[config.mk]
export PLATFORM = sky130hd
export DESIGN_NAME = kcm_ctrl_flat
export DESIGN_NICKNAME = d
export VERILOG_FILES = /design/src/hw/rtl/kcm_pkg.sv /design/src/hw/rtl/kcm_in_if.sv /design/src/hw/rtl/kcm_out_if.sv /design/src/hw/rtl/kcm_ctrl.sv /design/src/flat_wrapper.sv
export SDC_FILE = /design/constraint.sdc
export NUM_CORES = 1
export LEC_CHECK = 0
export ABC_AREA = 1
export BUFFER_PORTS_ARGS = -buffer_cell sky130_fd_sc_hd__buf_4
export CAP_MARGIN = 5
export CORE_ASPECT_RATIO = 0.6
export CORE_MARGIN = 4
export CORE_UTILIZATION = 36
export CTS_CLUSTER_SIZE = 14
export DETAILED_ROUTE_END_ITERATION = 8
export PLACE_DENSITY = 0.68
export SLEW_MARGIN = 20
export SYNTH_ARGS = -nofsm -noshare
export SYNTH_HDL_FRONTEND = slang
export SYNTH_SLANG_ARGS = --single-unit
[constraint.sdc]
create_clock -name clk -period 6 [get_ports clk]
set_input_delay 0 -clock clk [delete_from_list [all_inputs] [get_ports clk]]
set_output_delay 0 -clock clk [all_outputs]
set_load 0.01 [all_outputs]
[src/hw/rtl/kcm_pkg.sv]
// ----------------------------------------------------------------------------
// kcm_pkg
// Shared constants, types and codes of the Kruskal component merger.
// ----------------------------------------------------------------------------
package kcm_pkg;

  // Vertex store depth and field widths
  localparam int MAX_VERTICES = 256;
  localparam int EDGE_W       = 8;
  localparam int CNT_W        = 8;
  localparam int SZW          = 9;

  // Label width: enough bits for any vertex index below MAX_VERTICES
  localparam int VW = (MAX_VERTICES > 1) ? $clog2(MAX_VERTICES) : 1;

  // Cell chain geometry: each cell holds LANES vertices
  localparam int LANES  = (MAX_VERTICES >= 8) ? 8 : (1 << VW);
  localparam int LW     = $clog2(LANES);
  localparam int NCELLS = (MAX_VERTICES + LANES - 1) / LANES;
  localparam int CW     = (NCELLS > 1) ? $clog2(NCELLS) : 1;
  localparam int IDXW   = CW + LW;

  localparam logic [CNT_W-1:0] CNT_MAX = '1;

  // Input command codes
  localparam logic CMD_EDGE  = 1'b0;
  localparam logic CMD_CLEAR = 1'b1;

  typedef enum logic {
    TOK_LOOKUP,
    TOK_RELABEL
  } tok_phase_t;

  typedef enum logic [1:0] {
    S_IDLE,
    S_LOOKUP,
    S_RELABEL,
    S_RESULT
  } ctrl_state_t;

  // Token that walks the cell chain, one cell per cycle
  typedef struct packed {
    logic             valid;
    tok_phase_t       phase;
    logic [VW-1:0]    u;      // lookup: endpoints to find
    logic [VW-1:0]    v;
    logic [VW-1:0]    la;     // lookup: gathered labels and sizes
    logic [VW-1:0]    lb;
    logic [SZW-1:0]   sa;
    logic [SZW-1:0]   sb;
    logic [VW-1:0]    keep;   // relabel: surviving label
    logic [VW-1:0]    gone;   // relabel: absorbed label
    logic [SZW-1:0]   sum;    // relabel: merged component size
  } token_t;

endpackage

[src/hw/rtl/kcm_in_if.sv]
// ----------------------------------------------------------------------------
// kcm_in_if
// Edge/command input channel: valid/ready handshake with payload.
// ----------------------------------------------------------------------------
interface kcm_in_if;
  import kcm_pkg::*;

  logic              valid;
  logic              ready;
  logic              cmd;
  logic [EDGE_W-1:0] edge_u;
  logic [EDGE_W-1:0] edge_v;
  logic              last_edge;

  modport source (output valid, cmd, edge_u, edge_v, last_edge, input ready);
  modport sink   (input valid, cmd, edge_u, edge_v, last_edge, output ready);
endinterface

[src/hw/rtl/kcm_out_if.sv]
// ----------------------------------------------------------------------------
// kcm_out_if
// Result channel: valid/ready handshake with the per-edge result item.
// ----------------------------------------------------------------------------
interface kcm_out_if;
  import kcm_pkg::*;

  logic              valid;
  logic              ready;
  logic              accepted;
  logic [EDGE_W-1:0] tree_u;
  logic [EDGE_W-1:0] tree_v;
  logic [CNT_W-1:0]  tree_edges;
  logic              list_done;

  modport source (output valid, accepted, tree_u, tree_v, tree_edges, list_done,
                  input ready);
  modport sink   (input valid, accepted, tree_u, tree_v, tree_edges, list_done,
                  output ready);
endinterface

[src/hw/rtl/kcm_ctrl.sv]
// ----------------------------------------------------------------------------
// kcm_ctrl
// Sequencer: takes an item, sends a lookup token down the cell chain,
// decides the merge, sends a relabel token, and registers the result.
// ----------------------------------------------------------------------------
module kcm_ctrl (
  input  logic            clk,
  input  logic            rst_n,
  kcm_in_if.sink          in_ch,
  kcm_out_if.source       out_ch,
  output kcm_pkg::token_t tok_o,
  input  kcm_pkg::token_t tok_i,
  output logic            clear
);
  import kcm_pkg::*;

  ctrl_state_t       state_r;
  ctrl_state_t       state_nxt;
  logic              accept;
  logic              in_range;
  logic              differ;
  logic              load_out;
  logic [SZW:0]      sum_full;
  logic [EDGE_W-1:0] u_r;
  logic [EDGE_W-1:0] v_r;
  logic              last_r;
  logic              acc_r;
  logic [CNT_W-1:0]  count_r;
  logic              out_valid_r;
  logic              out_acc_r;
  logic [EDGE_W-1:0] out_u_r;
  logic [EDGE_W-1:0] out_v_r;
  logic [CNT_W-1:0]  out_cnt_r;
  logic              out_last_r;

  assign in_ch.ready = (state_r == S_IDLE);
  assign accept      = in_ch.valid && in_ch.ready;
  assign in_range    = (32'(in_ch.edge_u) < MAX_VERTICES) &&
                       (32'(in_ch.edge_v) < MAX_VERTICES);
  assign differ      = (tok_i.la != tok_i.lb);
  assign sum_full    = {1'b0, tok_i.sa} + {1'b0, tok_i.sb};
  assign load_out    = (state_r == S_RESULT) && (!out_valid_r || out_ch.ready);

  // Next state
  always_comb begin
    state_nxt = state_r;
    case (state_r)
      S_IDLE: begin
        if (accept) begin
          if (in_ch.cmd == CMD_EDGE && in_range) state_nxt = S_LOOKUP;
          else                                   state_nxt = S_RESULT;
        end
      end
      S_LOOKUP: begin
        if (tok_i.valid) state_nxt = differ ? S_RELABEL : S_RESULT;
      end
      S_RELABEL: begin
        if (tok_i.valid) state_nxt = S_RESULT;
      end
      S_RESULT: begin
        if (load_out) state_nxt = S_IDLE;
      end
      default: state_nxt = S_IDLE;
    endcase
  end

  // Token launch and clear strobe
  always_comb begin
    tok_o       = '0;
    tok_o.phase = TOK_LOOKUP;
    clear       = 1'b0;
    case (state_r)
      S_IDLE: begin
        if (accept && in_ch.cmd == CMD_CLEAR) begin
          clear = 1'b1;
        end else if (accept && in_range) begin
          tok_o.valid = 1'b1;
          tok_o.u     = VW'(in_ch.edge_u);
          tok_o.v     = VW'(in_ch.edge_v);
        end
      end
      S_LOOKUP: begin
        if (tok_i.valid && differ) begin
          tok_o.valid = 1'b1;
          tok_o.phase = TOK_RELABEL;
          tok_o.sum   = sum_full[SZW-1:0];
          // union by size: first side survives only if strictly larger
          if (tok_i.sa > tok_i.sb) begin
            tok_o.keep = tok_i.la;
            tok_o.gone = tok_i.lb;
          end else begin
            tok_o.keep = tok_i.lb;
            tok_o.gone = tok_i.la;
          end
        end
      end
      default: ;
    endcase
  end

  // Control state, edge count and output valid
  always_ff @(posedge clk) begin
    if (!rst_n) begin
      state_r     <= S_IDLE;
      count_r     <= '0;
      out_valid_r <= 1'b0;
    end else begin
      state_r <= state_nxt;
      if (clear) begin
        count_r <= '0;
      end else if (state_r == S_LOOKUP && tok_i.valid && differ &&
                   count_r != CNT_MAX) begin
        count_r <= count_r + CNT_W'(1);
      end
      if (load_out)          out_valid_r <= 1'b1;
      else if (out_ch.ready) out_valid_r <= 1'b0;
    end
  end

  // Item payload and result register
  always_ff @(posedge clk) begin
    if (accept) begin
      u_r    <= in_ch.edge_u;
      v_r    <= in_ch.edge_v;
      last_r <= in_ch.last_edge;
      acc_r  <= 1'b0;
    end else if (state_r == S_LOOKUP && tok_i.valid && differ) begin
      acc_r  <= 1'b1;
    end
    if (load_out) begin
      out_acc_r  <= acc_r;
      out_u_r    <= u_r;
      out_v_r    <= v_r;
      out_cnt_r  <= count_r;
      out_last_r <= last_r;
    end
  end

  assign out_ch.valid      = out_valid_r;
  assign out_ch.accepted   = out_acc_r;
  assign out_ch.tree_u     = out_u_r;
  assign out_ch.tree_v     = out_v_r;
  assign out_ch.tree_edges = out_cnt_r;
  assign out_ch.list_done  = out_last_r;

endmodule
[src/flat_wrapper.sv]
// flat-port wrapper written by rule: the top's interface ports become plain ports
module kcm_ctrl_flat import kcm_pkg::*;
  (clk, rst_n, tok_o, tok_i, clear, in_ch_valid, in_ch_cmd, in_ch_edge_u, in_ch_edge_v, in_ch_last_edge, in_ch_ready, out_ch_valid, out_ch_accepted, out_ch_tree_u, out_ch_tree_v, out_ch_tree_edges, out_ch_list_done, out_ch_ready);
  kcm_in_if in_ch_i ();
  kcm_out_if out_ch_i ();
  input  logic clk;
  input  logic rst_n;
  output kcm_pkg::token_t tok_o;
  input  kcm_pkg::token_t tok_i;
  output logic clear;
  input wire logic [$bits(in_ch_i.valid)-1:0] in_ch_valid;
  input wire logic [$bits(in_ch_i.cmd)-1:0] in_ch_cmd;
  input wire logic [$bits(in_ch_i.edge_u)-1:0] in_ch_edge_u;
  input wire logic [$bits(in_ch_i.edge_v)-1:0] in_ch_edge_v;
  input wire logic [$bits(in_ch_i.last_edge)-1:0] in_ch_last_edge;
  output wire logic [$bits(in_ch_i.ready)-1:0] in_ch_ready;
  output wire logic [$bits(out_ch_i.valid)-1:0] out_ch_valid;
  output wire logic [$bits(out_ch_i.accepted)-1:0] out_ch_accepted;
  output wire logic [$bits(out_ch_i.tree_u)-1:0] out_ch_tree_u;
  output wire logic [$bits(out_ch_i.tree_v)-1:0] out_ch_tree_v;
  output wire logic [$bits(out_ch_i.tree_edges)-1:0] out_ch_tree_edges;
  output wire logic [$bits(out_ch_i.list_done)-1:0] out_ch_list_done;
  input wire logic [$bits(out_ch_i.ready)-1:0] out_ch_ready;
  assign in_ch_i.valid = in_ch_valid;
  assign in_ch_i.cmd = in_ch_cmd;
  assign in_ch_i.edge_u = in_ch_edge_u;
  assign in_ch_i.edge_v = in_ch_edge_v;
  assign in_ch_i.last_edge = in_ch_last_edge;
  assign in_ch_ready = in_ch_i.ready;
  assign out_ch_valid = out_ch_i.valid;
  assign out_ch_accepted = out_ch_i.accepted;
  assign out_ch_tree_u = out_ch_i.tree_u;
  assign out_ch_tree_v = out_ch_i.tree_v;
  assign out_ch_tree_edges = out_ch_i.tree_edges;
  assign out_ch_list_done = out_ch_i.list_done;
  assign out_ch_i.ready = out_ch_ready;
  kcm_ctrl u_core (.clk(clk), .rst_n(rst_n), .in_ch(in_ch_i), .out_ch(out_ch_i), .tok_o(tok_o), .tok_i(tok_i), .clear(clear));
endmodule
==> out/qor.yml <==
status:
  status: "finished, final reports clean"
cts:
  clk_path_buf_depth: 2
  postCtsSetupRepairBufs: 0
  tritoncts: "built"
  cts_made_buffers: 5
  ctsHoldBuffers: 20
  clk_latency_ns: 0.29
  clockRootBuffer: "clkbuf_16"
  numClockSinks: 55
  cts-resized-gates: 0
  htree_num_levels: 2
  clkTransAtPathRegs_ns: 0.07
synthesis:
  synth-seq-cells: 55
  ys_warn_count: 0
  postSynthAreaPerCell_sq_um: 8.06
  synth_top_family_by_area: "simple AND/OR/NAND/NOR gates"
  synth_compound_area_frac: 0.0502
  ys_seq_area_frac: 0.439
  synth_xor_area_frac: 0.0201
  synth_cell_type_count: 32
  synth-simple-area-share: 0.242
  synth_fa_ha_area_frac: 0.0846
  netlist_area_sq_um: 3490
  synthMuxAreaShare: 0
  syn_inst: 433
layout:
  diodes: 0
  synthToLayoutAreaGrowth_pct: 37.6
  fillCellCount: 858
  multi_input_area_sq_um: 1520
  seq_area_sq_um: 1530
  fin_area_sq_um: 4800
  drive_gt1_frac: 0.251
  final_common_cell: "buf_4"
  final_cell_mix: "buf_4, nand2_1, nor2_1"
  finalNetCount: 703
placed_design:
  post-place-ws_ns: 3.68
  io_buffer_count: 128
  place_congestion: 0.847
  dp_hpwl_um: 6830
  place_area_sq_um: 4440
die:
  ios: 205
  dieHeight_um: 84.3
  row_count: 27
  die-area_sq_um: 11400
  coreArea_sq_um: 9320
  die_width_um: 135
  start_util: 0.374
worst_setup_path:
  worstPathArrival_ns: 2.62
  crit_family: "simple AND/OR/NAND/NOR gates"
  reg2reg_to: "u_core.acc_r"
  endpoint: "tok_o[71]"
  worstPathMaxFanout: 19
  worstSetupStartpoint: "u_core.state_r[1]"
  cp.depth: 7
  r2r-start: "u_core.state_r[1]"
  cp_num_buf_inv: 3
  worst_ep_required_time_ns: 6.00
  worst-r2r-setup-slack_ns: 4.19
  cp_slowest_cell: "nand2_1"
  cpPeakStageDelay_ns: 0.57
  rr_worst_depth: 8
  worst_setup_path_start_kind: "flop"
  crit_type: "flop to output pin"
  cp-end-kind: "output pin"
  worstPathCellList: "inv_1 > ha_1 > nand2_1 > inv_1 > nand2_1 > nor2_1 > buf_4"
grt:
  grt_pass1_vias: 2990
  grt_overflow: 0
  grt_max_degree: 24
  grt_pass1_wl_um: 14100
  grt_antenna_before_repair: 0
  grt_use_total: 0.151
routing:
  wl_um: 8810
  ant_nets: 0
  drt_iter0_drc: 212
  via_per_inst: 4.38
  dr.pass1.iters: 4
  drc: 0
  wl_per_cell_um: 12.4
  via_count: 3116
timing:
  finClkSkew_ns: 0.00306
  fin_crit_sh: 0.436
  fmax_mhz: 382
  tightest_slew_ns: 0.761
  slew_violations: 0
  timing.setup.tns_ns: 0
  period_minus_slack_ns: 2.62
  whs_ns: 0.182
  hold_violations: 0
  rsz0062_at_grt: "no"
  setup_viol: 0
  slew_headroom: 0.492
  setup_ws_ns: 3.38
power_and_ir_drop:
  p_total_w: 0.00128
  power_density_nw_per_um2: 266
  power.leakage_nw: 2.43
  irDropWorstVdd_mv: 0.179
flow_run:
  cap_violations: 0
hold_path:
  hold_class: "input port to flop"
worst min-delay path by stage:
stage	startpoint	endpoint	slack [ns]	depth (start not counted)
after floorplan	in_ch_edge_v[0]	tok_o[59]	0.09	2
after global placement	in_ch_last_edge	u_core.last_r	0.19	1
after detailed placement	in_ch_last_edge	u_core.last_r	0.18	1
after CTS	tok_i[76]	u_core.state_r[0]	0.17	5
after global routing	tok_i[76]	u_core.state_r[0]	0.24	5
final	tok_i[76]	u_core.state_r[0]	0.18	5
metrics by stage:
step | util | cells
after global routing | 0.515 | 712
after floorplan | - | 466
final | 0.515 | 712
after global placement | 0.476 | 684
after detailed placement | 0.476 | 684
after CTS | 0.515 | 712
sequential cells by signal (all words and copies together), names as in the netlist:
signal and count:
u_core.out_ch.accepted 1, u_core.out_ch.valid 1, u_core.out_ch.tree_v 8, u_core.out_ch.tree_edges 8, u_core.u_r 8, u_core.state_r 2, u_core.acc_r 1, u_core.out_ch.list_done 1
u_core.last_r 1, u_core.count_r 8, u_core.v_r 8, u_core.out_ch.tree_u 8
report_power, final:
part / leakage (nW) / switching [W] / internal, W
Clock: 0.0812 / 0.000128 / 0.000195
Combinational: 1.85 / 0.000262 / 0.000181
Sequential: 0.495 / 0.0000220 / 0.000490
cell usage after synthesis (all sizes together):
library cell  number  area [sq um]
a211oi             1          7.51
a21o               1          7.51
a21oi             22           110
a31oi              1          6.26
buf               40           307
clkbuf             1          3.75
clkinv             1          3.75
conb               1          3.75
dfxtp             12           240
edfxtp            43          1290
fa                 1          20.0
ha                22           275
inv               68           255
nand2             95           364
nand3             15          80.1
nand3b             1          7.51
nand4              9          56.3
nor2              78           293
nor3               1          16.3
nor3b              2          15.0
o21a               1          7.51
o21ai              6          30.0
o22ai              1          6.26
or2                2          12.5
xnor2              6          52.6
xor2               2          17.5
logic make-up (layout without fill, tap and decap cells):
kind of cell / Yosys count / count (layout)
buf+inv: 110 / 226
fa+ha+maj: 23 / 23
xor+xnor: 8 / 8
compound gates: 33 / 33
other cells: 1 / 34
flops: 55 / 55
simple gates: 203 / 203
worst register-to-register path, stage by stage, from the launching register on:
cell and delay (ns):
dfxtp_1 0.38, inv_1 0.09, ha_1 0.22, nand2_1 0.07, clkinv_1 0.24, nand2_2 0.27, inv_2 0.22, nor2_1 0.15
nor2_1 0.05
cell type report:
cell class | count | share of cell area
Multi-Input combinational cell | 301 | 0.316
Timing Repair Buffer | 149 | 0.243
Sequential cell | 55 | 0.319
Tap cell | 130 | 0.0339
Inverter | 69 | 0.0539
Clock buffer | 5 | 0.0261
Clock inverter | 3 | 0.00808
layer usage:
layer / global-route usage / share of wire / up-vias
met1: 0.197 / 0.45 / 1419
met5: 0 / 0 / -
met2: 0.254 / 0.46 / 106
met3: 0.0509 / 0.083 / 2
li1: - / - / 1589
met4: 0.0146 / 0.0022 / 0
Note: power is estimated with default switching activity, not from simulation.
