<file path="src/hw/rtl/kcm_pkg.sv">
// ----------------------------------------------------------------------------
// kcm_pkg
// Shared constants, types and codes of the Kruskal component merger.
// ----------------------------------------------------------------------------
package kcm_pkg;

  // Vertex store depth and field widths
  localparam int MAX_VERTICES = 256;
  localparam int EDGE_W       = 8;
  localparam int CNT_W        = 8;
  localparam int SZW          = 9;

  // Label width: enough bits for any vertex index below MAX_VERTICES
  localparam int VW = (MAX_VERTICES > 1) ? $clog2(MAX_VERTICES) : 1;

  // Cell chain geometry: each cell holds LANES vertices
  localparam int LANES  = (MAX_VERTICES >= 8) ? 8 : (1 << VW);
  localparam int LW     = $clog2(LANES);
  localparam int NCELLS = (MAX_VERTICES + LANES - 1) / LANES;
  localparam int CW     = (NCELLS > 1) ? $clog2(NCELLS) : 1;
  localparam int IDXW   = CW + LW;

  localparam logic [CNT_W-1:0] CNT_MAX = '1;

  // Input command codes
  localparam logic CMD_EDGE  = 1'b0;
  localparam logic CMD_CLEAR = 1'b1;

  typedef enum logic {
    TOK_LOOKUP,
    TOK_RELABEL
  } tok_phase_t;

  typedef enum logic [1:0] {
    S_IDLE,
    S_LOOKUP,
    S_RELABEL,
    S_RESULT
  } ctrl_state_t;

  // Token that walks the cell chain, one cell per cycle
  typedef struct packed {
    logic             valid;
    tok_phase_t       phase;
    logic [VW-1:0]    u;      // lookup: endpoints to find
    logic [VW-1:0]    v;
    logic [VW-1:0]    la;     // lookup: gathered labels and sizes
    logic [VW-1:0]    lb;
    logic [SZW-1:0]   sa;
    logic [SZW-1:0]   sb;
    logic [VW-1:0]    keep;   // relabel: surviving label
    logic [VW-1:0]    gone;   // relabel: absorbed label
    logic [SZW-1:0]   sum;    // relabel: merged component size
  } token_t;

endpackage

</file>
<file path="src/hw/rtl/kcm_cell.sv">
// ----------------------------------------------------------------------------
// kcm_cell
// One link of the vertex chain: holds label and component size of LANES
// vertices, answers lookups and applies relabels as the token passes.
// ----------------------------------------------------------------------------
module kcm_cell (
  input  logic                   clk,
  input  logic                   rst_n,
  input  logic                   clear,
  input  logic [kcm_pkg::CW-1:0] cell_idx,
  input  kcm_pkg::token_t        tok_i,
  output kcm_pkg::token_t        tok_o
);
  import kcm_pkg::*;

  logic [VW-1:0]   label_r   [LANES];
  logic [VW-1:0]   label_nxt [LANES];
  logic [SZW-1:0]  size_r    [LANES];
  logic [SZW-1:0]  size_nxt  [LANES];
  logic [IDXW-1:0] lane_idx  [LANES];
  token_t          tok_r;
  token_t          tok_nxt;

  // Vertex index of each lane
  always_comb begin
    for (int j = 0; j < LANES; j++) begin
      lane_idx[j] = {cell_idx, LW'(j)};
    end
  end

  // Lookup: drop label and size of matching endpoints into the token
  always_comb begin
    tok_nxt = tok_i;
    if (tok_i.valid && tok_i.phase == TOK_LOOKUP) begin
      for (int j = 0; j < LANES; j++) begin
        if (IDXW'(tok_i.u) == lane_idx[j]) begin
          tok_nxt.la = label_r[j];
          tok_nxt.sa = size_r[j];
        end
        if (IDXW'(tok_i.v) == lane_idx[j]) begin
          tok_nxt.lb = label_r[j];
          tok_nxt.sb = size_r[j];
        end
      end
    end
  end

  // Relabel: members of both merged components take the keeper label
  // and the merged size; clear restores the initial partition
  always_comb begin
    for (int j = 0; j < LANES; j++) begin
      label_nxt[j] = label_r[j];
      size_nxt[j]  = size_r[j];
      if (clear) begin
        label_nxt[j] = VW'(lane_idx[j]);
        size_nxt[j]  = SZW'(1);
      end else if (tok_i.valid && tok_i.phase == TOK_RELABEL &&
                   (label_r[j] == tok_i.gone || label_r[j] == tok_i.keep)) begin
        label_nxt[j] = tok_i.keep;
        size_nxt[j]  = tok_i.sum;
      end
    end
  end

  always_ff @(posedge clk) begin
    if (!rst_n) begin
      tok_r.valid <= 1'b0;
      for (int j = 0; j < LANES; j++) begin
        label_r[j] <= VW'(lane_idx[j]);
        size_r[j]  <= SZW'(1);
      end
    end else begin
      tok_r <= tok_nxt;
      for (int j = 0; j < LANES; j++) begin
        label_r[j] <= label_nxt[j];
        size_r[j]  <= size_nxt[j];
      end
    end
  end

  assign tok_o = tok_r;

endmodule

</file>
<file path="config.mk">
export PLATFORM = sky130hd
export DESIGN_NAME = kcm_cell
export DESIGN_NICKNAME = d
export VERILOG_FILES = /design/src/hw/rtl/kcm_pkg.sv /design/src/hw/rtl/kcm_cell.sv
export SDC_FILE = /design/constraint.sdc
export NUM_CORES = 1
export LEC_CHECK = 0
export BUFFER_PORTS_ARGS = -buffer_cell sky130_fd_sc_hd__buf_2
export CORE_ASPECT_RATIO = 0.75
export CORE_UTILIZATION = 25
export DETAILED_ROUTE_END_ITERATION = 16
export SYNTH_ARGS = -nofsm -noshare
export SYNTH_HDL_FRONTEND = slang
export SYNTH_SLANG_ARGS = --single-unit
</file>
<file path="constraint.sdc">
create_clock -name clk -period 2.1 [get_ports clk]
set_clock_uncertainty 0.05 [all_clocks]
set_input_delay 0.315 -clock clk [delete_from_list [all_inputs] [get_ports clk]]
set_output_delay 0.315 -clock clk [all_outputs]
set_load 0.01 [all_outputs]
</file>
==> metrics.yaml, run 1 <==
status:
  status: "finished clean"
cts:
  clockBufferDepth: 3
  cts_buffers: 25
  clock_latency_ps: 570
  numClockSinks: 213
  cts_max_level: 1
  cts-root-buf: "clkbuf_16"
  clkTransAtPathRegs_ps: 70
  cts_tree: "done"
grt:
  antenna_found_initial: 1
  grt_start_max_net_pins: 56
  grt_pass1_wl_um: 68600
  grt_pass1_vias: 10400
  grt_usage_pct: 19.2
  overflow: 0
setup_path:
  required_ps: 2350
  r2r_start: "label_r[0][23]"
  crit_type: "reg -> reg"
  crit_fanout: 3
  crit_start: "label_r[0][23]"
  r2r-end: "tok_o[58]"
  cp-end-kind: "register"
  ff2ff_path_depth: 4
  crit_arrival_ps: 2310
  rrSetupSlack_ps: 40
  endpoint: "tok_o[58]"
  start_kind: "register"
floorplan:
  placementRows: 69
  dieWidth_um: 255
  io_pins: 162
  start_util_pct: 25.3
  coreArea_um2: 47300
  dieArea_um2: 48800
  die_h_um: 192
sta:
  drv_slew: 0
  worst-slew-pin-transition_ps: 832
  hold_viol_final: 0
  fmax_ghz: 0.485
  fin_crit_sh_pct: 98.2
  setup_violations: 0
  min_period_ps: 2060
  slew_headroom_pct: 44.6
  holdWs_ps: 90.8
  finalSetupTns_ps: 0
logic_synthesis:
  synth_area_um2: 12000
  synth_warnings: 0
  yosys-top-cells-area: "edfxtp_1 (29%), dfxtp_1 (16%), xnor2_1 (10%)"
  synth_fp_nets: 1225
  synth_ff_type: "edfxtp_1"
  synth_edf_count: 116
  syn_inst: 1140
  yosysUniqueCellTypes: 59
  synth-seq-cells: 213
  yosys.area.top_type_share_pct: 29.1
  synthArstFlopShare_pct: 0
  yosys.area.top_type: "edfxtp_1"
  synth_area_per_cell_um2: 10.5
  ys_seq_area_share_pct: 45.3
detailed_routing:
  vias: 10600
  first_pass_iters: 5
  wirelength_um: 47700
  dr.first_iter.drc_count: 1067
  vias_per_cell: 5.18
  wl_per_cell_um: 23.3
  drc: 0
  antenna_left: 0
layout:
  drive_gt1_share_pct: 27.0
  mostFrequentLayoutCell: "buf_2"
  area_growth_pct: 28.2
  finalNetCount: 1471
  utilization_pct: 32.5
  final_cell_mix: "buf_2 (157), xnor2_1 (135), nand2_1 (129), edfxtp_1 (116), mux2i_1 (114)"
  finalNonFillerCells: 2046
hold_path:
  hold_class: "in -> reg"
  whs_path_depth: 3
power:
  powerDensity_nw_per_um2: 704
  p_leak_nw: 6.00
  finalPower_mw: 10.8
  ir_drop_mv: 0.566
placement:
  hpwl_um: 35400
  place.gp.congestion: 0.980
  post-place-cells: 1974
  port-buffer-count: 161
run:
  drv_cap: 0
[synth_stat cells, types with 15 or more instances]
library cell	number
xnor2_1	138
nand2_1	131
edfxtp_1	116
mux2i_1	114
dfxtp_1	97
o21ai_0	75
nor2_1	55
clkbuf_1	38
buf_2	37
nand4_1	33
a21oi_1	29
mux4_2	26
and2_1	23
o22ai_1	23
o221ai_1	18
or4_1	17
a22oi_1	15
[layer usage]
| metal | track usage, % | wire length, um | vias to the layer above |
|---|---|---|---|
| li1 | - | - | 4719 |
| met5 | 0 | 9 | - |
| met4 | 5.60 | 1280 | 2 |
| met2 | 26.7 | 19100 | 586 |
| met3 | 4.91 | 4840 | 81 |
| met1 | 28.5 | 22400 | 5218 |
[worst min path at each step]
stage	start	end	slack, ps
5_1_grt	tok_i[13]	tok_o[13]	70
4_1_cts	tok_i[13]	tok_o[13]	60
2_1_floorplan	tok_i[0]	tok_o[0]	360
3_5_place_dp	size_r[0][31]	size_r[0][31]	420
3_3_place_gp	size_r[0][4]	size_r[0][4]	400
6_report	tok_i[45]	tok_o[45]	90
[critical path, stage by stage, from the launching register on]
cell	delay (ps)
edfxtp_1	550
mux4_1	600
or4_1	440
o221ai_1	90
a22oi_1	90
[flip-flops by register name, summed over array words and instances, names as in the netlist]
register and count:
label_r 64, tok_o 77, size_r 72
[cell type report]
| type | instances | area (um^2) |
|---|---|---|
| diodes | 2 | 5.00 |
| clock buffers | 37 | 737 |
| clock inverters | 9 | 68.8 |
| fillers | 4855 | 31900 |
| inverters | 5 | 18.8 |
| multi-input cells | 834 | 6150 |
| flip-flops and latches | 213 | 5430 |
| well taps | 639 | 800 |
| repair buffers | 307 | 2160 |
[repair_timing]
item	in CTS	in global routing
endpoints found under the setup margin	0	22
resized for setup	0	15
hold endpoints to repair	24	0
buffers inserted	0	3
hold buffers	24	0
[logic make-up (layout without fill, tap and decap cells)]
group | after synthesis | count (layout) | synth area share, %
AO/OA/AOI/OAI | 219 | 219 | 11.8
XOR/XNOR | 140 | 140 | 10.2
buffers and inverters | 93 | 358 | 3.83
flip-flops | 213 | 213 | 45.3
multiplexers | 145 | 145 | 15.1
other | 0 | 2 | 0
AND/OR/NAND/NOR | 330 | 330 | 13.8
[power breakdown]
part / internal (mW) / leakage (nW) / switching [mW]
Sequential: 4.62 / 1.95 / 0.174
Clock: 2.46 / 0.407 / 1.88
Combinational: 0.720 / 3.65 / 0.961
[per-stage QoR]
step / instance area [um^2] / worst slack (ps)
3_5_place_dp: 14200 / -155
5_1_grt: 15400 / -8.43
6_report: 15400 / 38.8
2_1_floorplan: 12000 / 210
4_1_cts: 15300 / 10.9
3_3_place_gp: 14200 / -106
No activity file was read; power rests on OpenSTA's default activity.
==> inputs of run 2 (changes only) <==
--- a/config.mk
+++ b/config.mk
@@ -7,8 +7,10 @@
 export LEC_CHECK = 0
 export BUFFER_PORTS_ARGS = -buffer_cell sky130_fd_sc_hd__buf_2
 export CORE_ASPECT_RATIO = 0.75
-export CORE_UTILIZATION = 25
+export CORE_UTILIZATION = 45
 export DETAILED_ROUTE_END_ITERATION = 16
+export GPL_TIMING_DRIVEN = 0
+export RECOVER_POWER = 50
 export SYNTH_ARGS = -nofsm -noshare
 export SYNTH_HDL_FRONTEND = slang
 export SYNTH_SLANG_ARGS = --single-unit
==> run 2 against run 1 <==
Against the previous run: maximum frequency grew 0.14%; die area decreased by 44%; core utilization rose by 24 points; setup slack gained 2.9 ps; sequential share of layout area increased by 1.6 points; via count grew 1.7%; count of clock-buffer cells in the layout shrank 2; register-to-register slack hardly changed; highest routed layer unchanged; clock power shrank 6.5%.
==> metrics.yaml, run 2 (synthesis gave the netlist of run 1 again) <==
setup_path:
  cp-end-kind: "register"
  required_ps: 2310
  crit_family: "multiplexers"
  crit_type: "reg -> reg"
  ff2ff_path_depth: 4
  cp.buffers_inverters: 0
  slowest_stage: "mux4_2"
  rrSetupSlack_ps: 40
  r2r_start: "label_r[0][15]"
  crit_chain: "mux4_2, or4_1, o221ai_1, a22oi_1"
  r2r-end: "tok_o[58]"
  worst_path_largest_cell_delay_ps: 560
  crit_fanout: 4
  start_kind: "register"
  crit_arrival_ps: 2270
power:
  ir_drop_mv: 0.549
  powerDensity_nw_per_um2: 711
  p_leak_nw: 5.62
placement:
  place.gp.congestion: 1.07
  post-place-ws_ps: -917
  place_area_um2: 13200
  hpwl_um: 34900
  port-buffer-count: 161
  post-place-cells: 1646
detailed_routing:
  wl_per_cell_um: 26.3
  vias: 10800
  vias_per_cell: 6.09
  dr.first_iter.drc_count: 1427
  first_pass_iters: 6
  drc: 0
  wirelength_um: 46500
  antenna_left: 0
hold_path:
  min_from: "tok_i[61]"
  hold-path-endpoint: "tok_o[61]"
  whs_path_depth: 1
  hold_class: "in -> reg"
grt:
  antenna_found_initial: 3
  overflow: 0
  met2_usage_pct: 46.3
  gr-usage-met1_pct: 51.3
  grt.busiest_layer: "met1"
  grt_start_max_net_pins: 46
  grt_usage_pct: 34.0
  grt_pass1_vias: 10100
  grt_pass1_wl_um: 66900
  met3_usage_pct: 10.2
sta:
  slew_headroom_pct: 45.7
  setup_violations: 0
  setup_ws_ps: 41.6
  min_period_ps: 2060
  fin_crit_sh_pct: 98.0
  hold_viol_final: 0
  fmax_ghz: 0.486
  drv_slew: 0
  worst-slew-pin-transition_ps: 811
layout:
  largest_reg_flops: 77
  final_cell_mix: "clkbuf_1 (138), xnor2_1 (137), nand2_1 (127), edfxtp_1 (116), mux2i_1 (114)"
  mostFrequentLayoutCell: "clkbuf_1"
  fillers: 2439
  finalNetCount: 1494
  drive_gt1_share_pct: 18.2
  finalNonFillerCells: 1770
  seqCellArea_um2: 5440
  final_cell_area_um2: 14700
  multiInputGateArea_um2: 6170
  area_growth_pct: 22.7
cts:
  cts_buffers: 23
  cts_max_level: 1
  numClockSinks: 213
  cts-root-buf: "clkbuf_16"
  cts_tree: "done"
  clockBufferDepth: 3
  clkTransAtPathRegs_ps: 70
  clock_latency_ps: 550
floorplan:
  dieArea_um2: 27300
  dieWidth_um: 190
  placementRows: 51
  die_h_um: 143
  io_pins: 162
  coreArea_um2: 26000
  start_util_pct: 46.0
run:
  drv_cap: 0
status:
  status: "finished clean"
[run 2: power by group]
group / internal (mW) / total, mW / switching [mW]
clock network: 2.30 / 4.06 / 1.77
logic: 0.646 / 1.63 / 0.987
registers: 4.62 / 4.75 / 0.134
[run 2: worst register-to-register path, cell delays in order, from the launching register on]
cell and delay (ps):
edfxtp_1 510, mux4_2 560, or4_1 460, o221ai_1 100
a22oi_1 90
[run 2: final cells by class]
class | count | share of cell area, %
multi-input cells | 834 | 41.9
flip-flops and latches | 213 | 37.0
repair buffers | 244 | 9.68
clock buffers | 35 | 4.71
plain buffers | 88 | 3.32
well taps | 344 | 2.93
clock inverters | 6 | 0.340
inverters | 5 | 0.128
diodes | 1 | 0.0170
[run 2: per-stage QoR]
| stage | total power, mW | setup TNS (ps) | utilization (%) | hold WS [ps] |
|---|---|---|---|---|
| after floorplan | 5.68 | 0 | - | 364 |
| after global placement | 6.32 | -254080 | 50.8 | 403 |
| after detailed placement | 6.33 | -129370 | 50.9 | 411 |
| after CTS | 10.5 | 0 | 56.4 | 22.9 |
| after global routing | 10.8 | -9.97 | 56.5 | 40.6 |
| final | 10.5 | 0 | 56.5 | 45.2 |
[run 2: repair_timing]
action / in CTS / in global routing
pin swaps: 1 / 3
buffers inserted: 26 / 15
hold endpoints to repair: 41 / 0
resized for setup: 30 / 23
endpoints found under the setup margin: 153 / 109
hold buffers: 41 / 0
[run 2: how the worst max path moves through the flow]
stage                               from             end  depth (start not counted)  slack, ps
final                     label_r[0][15]       tok_o[58]                          4         40
after global routing      label_r[1][29]  label_r[1][29]                          6         -3
after CTS                 label_r[1][12]  label_r[1][11]                          6          2
after detailed placement           rst_n  label_r[1][30]                          7       -920
after global placement             rst_n  label_r[0][15]                          6      -1590
after floorplan                tok_i[19]  label_r[0][27]                          7        210
[run 2: layer usage]
metal / share of wire [%] / wire length [um] / vias up
met1: 45 / 21000 / 5241
met3: 13 / 6170 / 75
met5: 0.026 / 12 / -
met4: 2.4 / 1130 / 2
met2: 39 / 18200 / 700
li1: - / - / 4766
==> inputs of run 3 (changes only) <==
--- a/config.mk
+++ b/config.mk
@@ -7,9 +7,11 @@
 export LEC_CHECK = 0
 export BUFFER_PORTS_ARGS = -buffer_cell sky130_fd_sc_hd__buf_2
 export CORE_ASPECT_RATIO = 0.75
+export CORE_MARGIN = 2
 export CORE_UTILIZATION = 45
 export DETAILED_ROUTE_END_ITERATION = 16
 export GPL_TIMING_DRIVEN = 0
+export PLACE_DENSITY = 0.67
 export RECOVER_POWER = 50
 export SYNTH_ARGS = -nofsm -noshare
 export SYNTH_HDL_FRONTEND = slang
==> constraint.sdc (replaced) <==
create_clock -name clk -period 1.8 [get_ports clk]
set_clock_uncertainty 0.05 [all_clocks]
set_input_delay 0.27 -clock clk [delete_from_list [all_inputs] [get_ports clk]]
set_output_delay 0.27 -clock clk [all_outputs]
set_load 0.01 [all_outputs]
==> run 3 against run 2 <==
Against the previous run: the run now ends with setup timing left; count of clock-buffer cells in the layout is 1 lower; core utilization is 5.4 points higher; final area is 9.5% higher; sequential power is 16% higher; sequential share of layout area is 2.9 points lower; wire length is 1.6% higher; via count is 4.2% higher; largest cell class unchanged.
==> metrics.yaml, run 3 (synthesis gave the netlist of run 1 again) <==
detailed_routing:
  vias: 11200
  wirelength_um: 47300
  antenna_left: 0
  first_pass_iters: 5
  dr.first_iter.drc_count: 1455
  drc: 0
  vias_per_cell: 6.20
  wl_per_cell_um: 26.1
setup_path:
  required_ps: 2030
  slowest_stage: "mux4_2"
  crit_type: "reg -> reg"
  worst_path_largest_cell_delay_ps: 510
  start_kind: "register"
  cp-end-kind: "register"
  crit_fanout: 3
  crit_family: "multiplexers"
  crit_chain: "buf_6, mux4_2, or4_4, o221ai_2, a22oi_1"
  cp.buffers_inverters: 1
  crit_arrival_ps: 2290
cts:
  cts_max_level: 1
  numClockSinks: 213
  cts-root-buf: "clkbuf_16"
  cts_tree: "done"
  clock_latency_ps: 560
  cts_buffers: 24
  clkTransAtPathRegs_ps: 60
  clockBufferDepth: 3
grt:
  grt_pass1_vias: 10600
  grt_usage_pct: 32.6
  grt_pass1_wl_um: 66900
  grt_start_max_net_pins: 51
  overflow: 0
  antenna_found_initial: 0
placement:
  hpwl_um: 33700
  place.gp.congestion: 1.00
  port-buffer-count: 161
layout:
  fillers: 2178
  utilization_pct: 61.8
  largest_reg_flops: 77
  mostFrequentLayoutCell: "xnor2_1"
  final_cell_mix: "xnor2_1 (127), buf_2 (125), nand2_1 (119), edfxtp_1 (116), mux2i_1 (113)"
  n_antenna_cell: 0
  finalNetCount: 1536
  area_growth_pct: 34.4
  drive_gt1_share_pct: 32.2
floorplan:
  dieArea_um2: 28000
  die_h_um: 145
  dieWidth_um: 192
  placementRows: 51
  io_pins: 162
  start_util_pct: 46.0
  coreArea_um2: 26000
status:
  violations: "setup timing"
  status: "finished, violations left"
power:
  powerDensity_nw_per_um2: 814
  finalPower_mw: 13.1
  seq_power_share_pct: 42.1
  p_comb_share_pct: 16.9
  internal-power_mw: 9.60
  switching_share_pct: 26.8
  ir_drop_mv: 0.650
  p_leak_nw: 6.29
  clkPwrFrac_pct: 41.1
  p_sw_mw: 3.51
sta:
  fmax_ghz: 0.486
  setup_ws_ps: -257
  fin_crit_sh_pct: 114
  min_period_ps: 2060
  holdWs_ps: 38.9
  drv_slew: 0
  worst-slew-pin-transition_ps: 954
  hold_viol_final: 0
  rsz0062_at_grt: "yes"
  slew_headroom_pct: 36.4
  setup_violations: 90
run:
  drv_cap: 0
hold_path:
  hold_class: "in -> reg"
-- run 3: area by class of cell --
class,count,area (um^2),area share [%]
tap,344,430,2.67
clock inverter,10,134,0.831
multi-input combinational,834,6760,42.0
timing repair buffer,287,1970,12.3
clock buffer,34,734,4.56
inverter,5,18.8,0.117
buffer,86,571,3.54
sequential,213,5490,34.1
-- run 3: worst reg2reg max path: stages (launching register included) --
cell and delay (ps):
edfxtp_1 460, buf_6 160, mux4_2 510, or4_4 460, o221ai_2 80, a22oi_1 80
-- run 3: per-stage QoR --
step	setup WS (ps)	cell area [um^2]	instances	TNS [ps]
floorplan	0.416	12000	1140	0
global placement	-1750	13300	1645	-312070
detailed placement	-1080	13300	1646	-174150
CTS	-235	15600	1803	-780
global route	-298	16100	1813	-9960
finish	-257	16100	1813	-4000
-- run 3: timing repair --
item / in CTS / in global routing
pin swaps: 23 / 42
buffers inserted: 71 / 12
hold endpoints to repair: 42 / 0
gates cloned: 0 / 2
hold buffers: 42 / 0
endpoints found under the setup margin: 198 / 183
gates resized for setup: 128 / 160
-- run 3: power groups by stage --
stage / combinational (mW) / sequential [mW] / clock [mW]
floorplan: 0.935 / 5.70 / 0
global placement: 1.67 / 5.68 / 0
detailed placement: 1.69 / 5.68 / 0
CTS: 2.03 / 5.51 / 5.42
global route: 2.33 / 5.53 / 5.59
finish: 2.21 / 5.51 / 5.38
-- run 3: worst paths after layout --
path              slack (ps)      startpoint  cells after the start             to
setup / recovery        -260  label_r[0][29]                      5      tok_o[56]
hold / removal            40       tok_i[45]                      3      tok_o[45]
setup reg to reg        -260  label_r[0][29]                      5      tok_o[56]
hold reg to reg          420   size_r[0][30]                      2  size_r[0][30]
-- run 3: metal layers --
| layer | vias up | track usage, % | share of wire (%) |
|---|---|---|---|
| met3 | 118 | 10.1 | 12 |
| li1 | 4848 | - | - |
| met2 | 772 | 45.6 | 41 |
| met4 | 0 | 9.62 | 3.1 |
| met5 | - | 0 | 0 |
| met1 | 5495 | 48.1 | 44 |
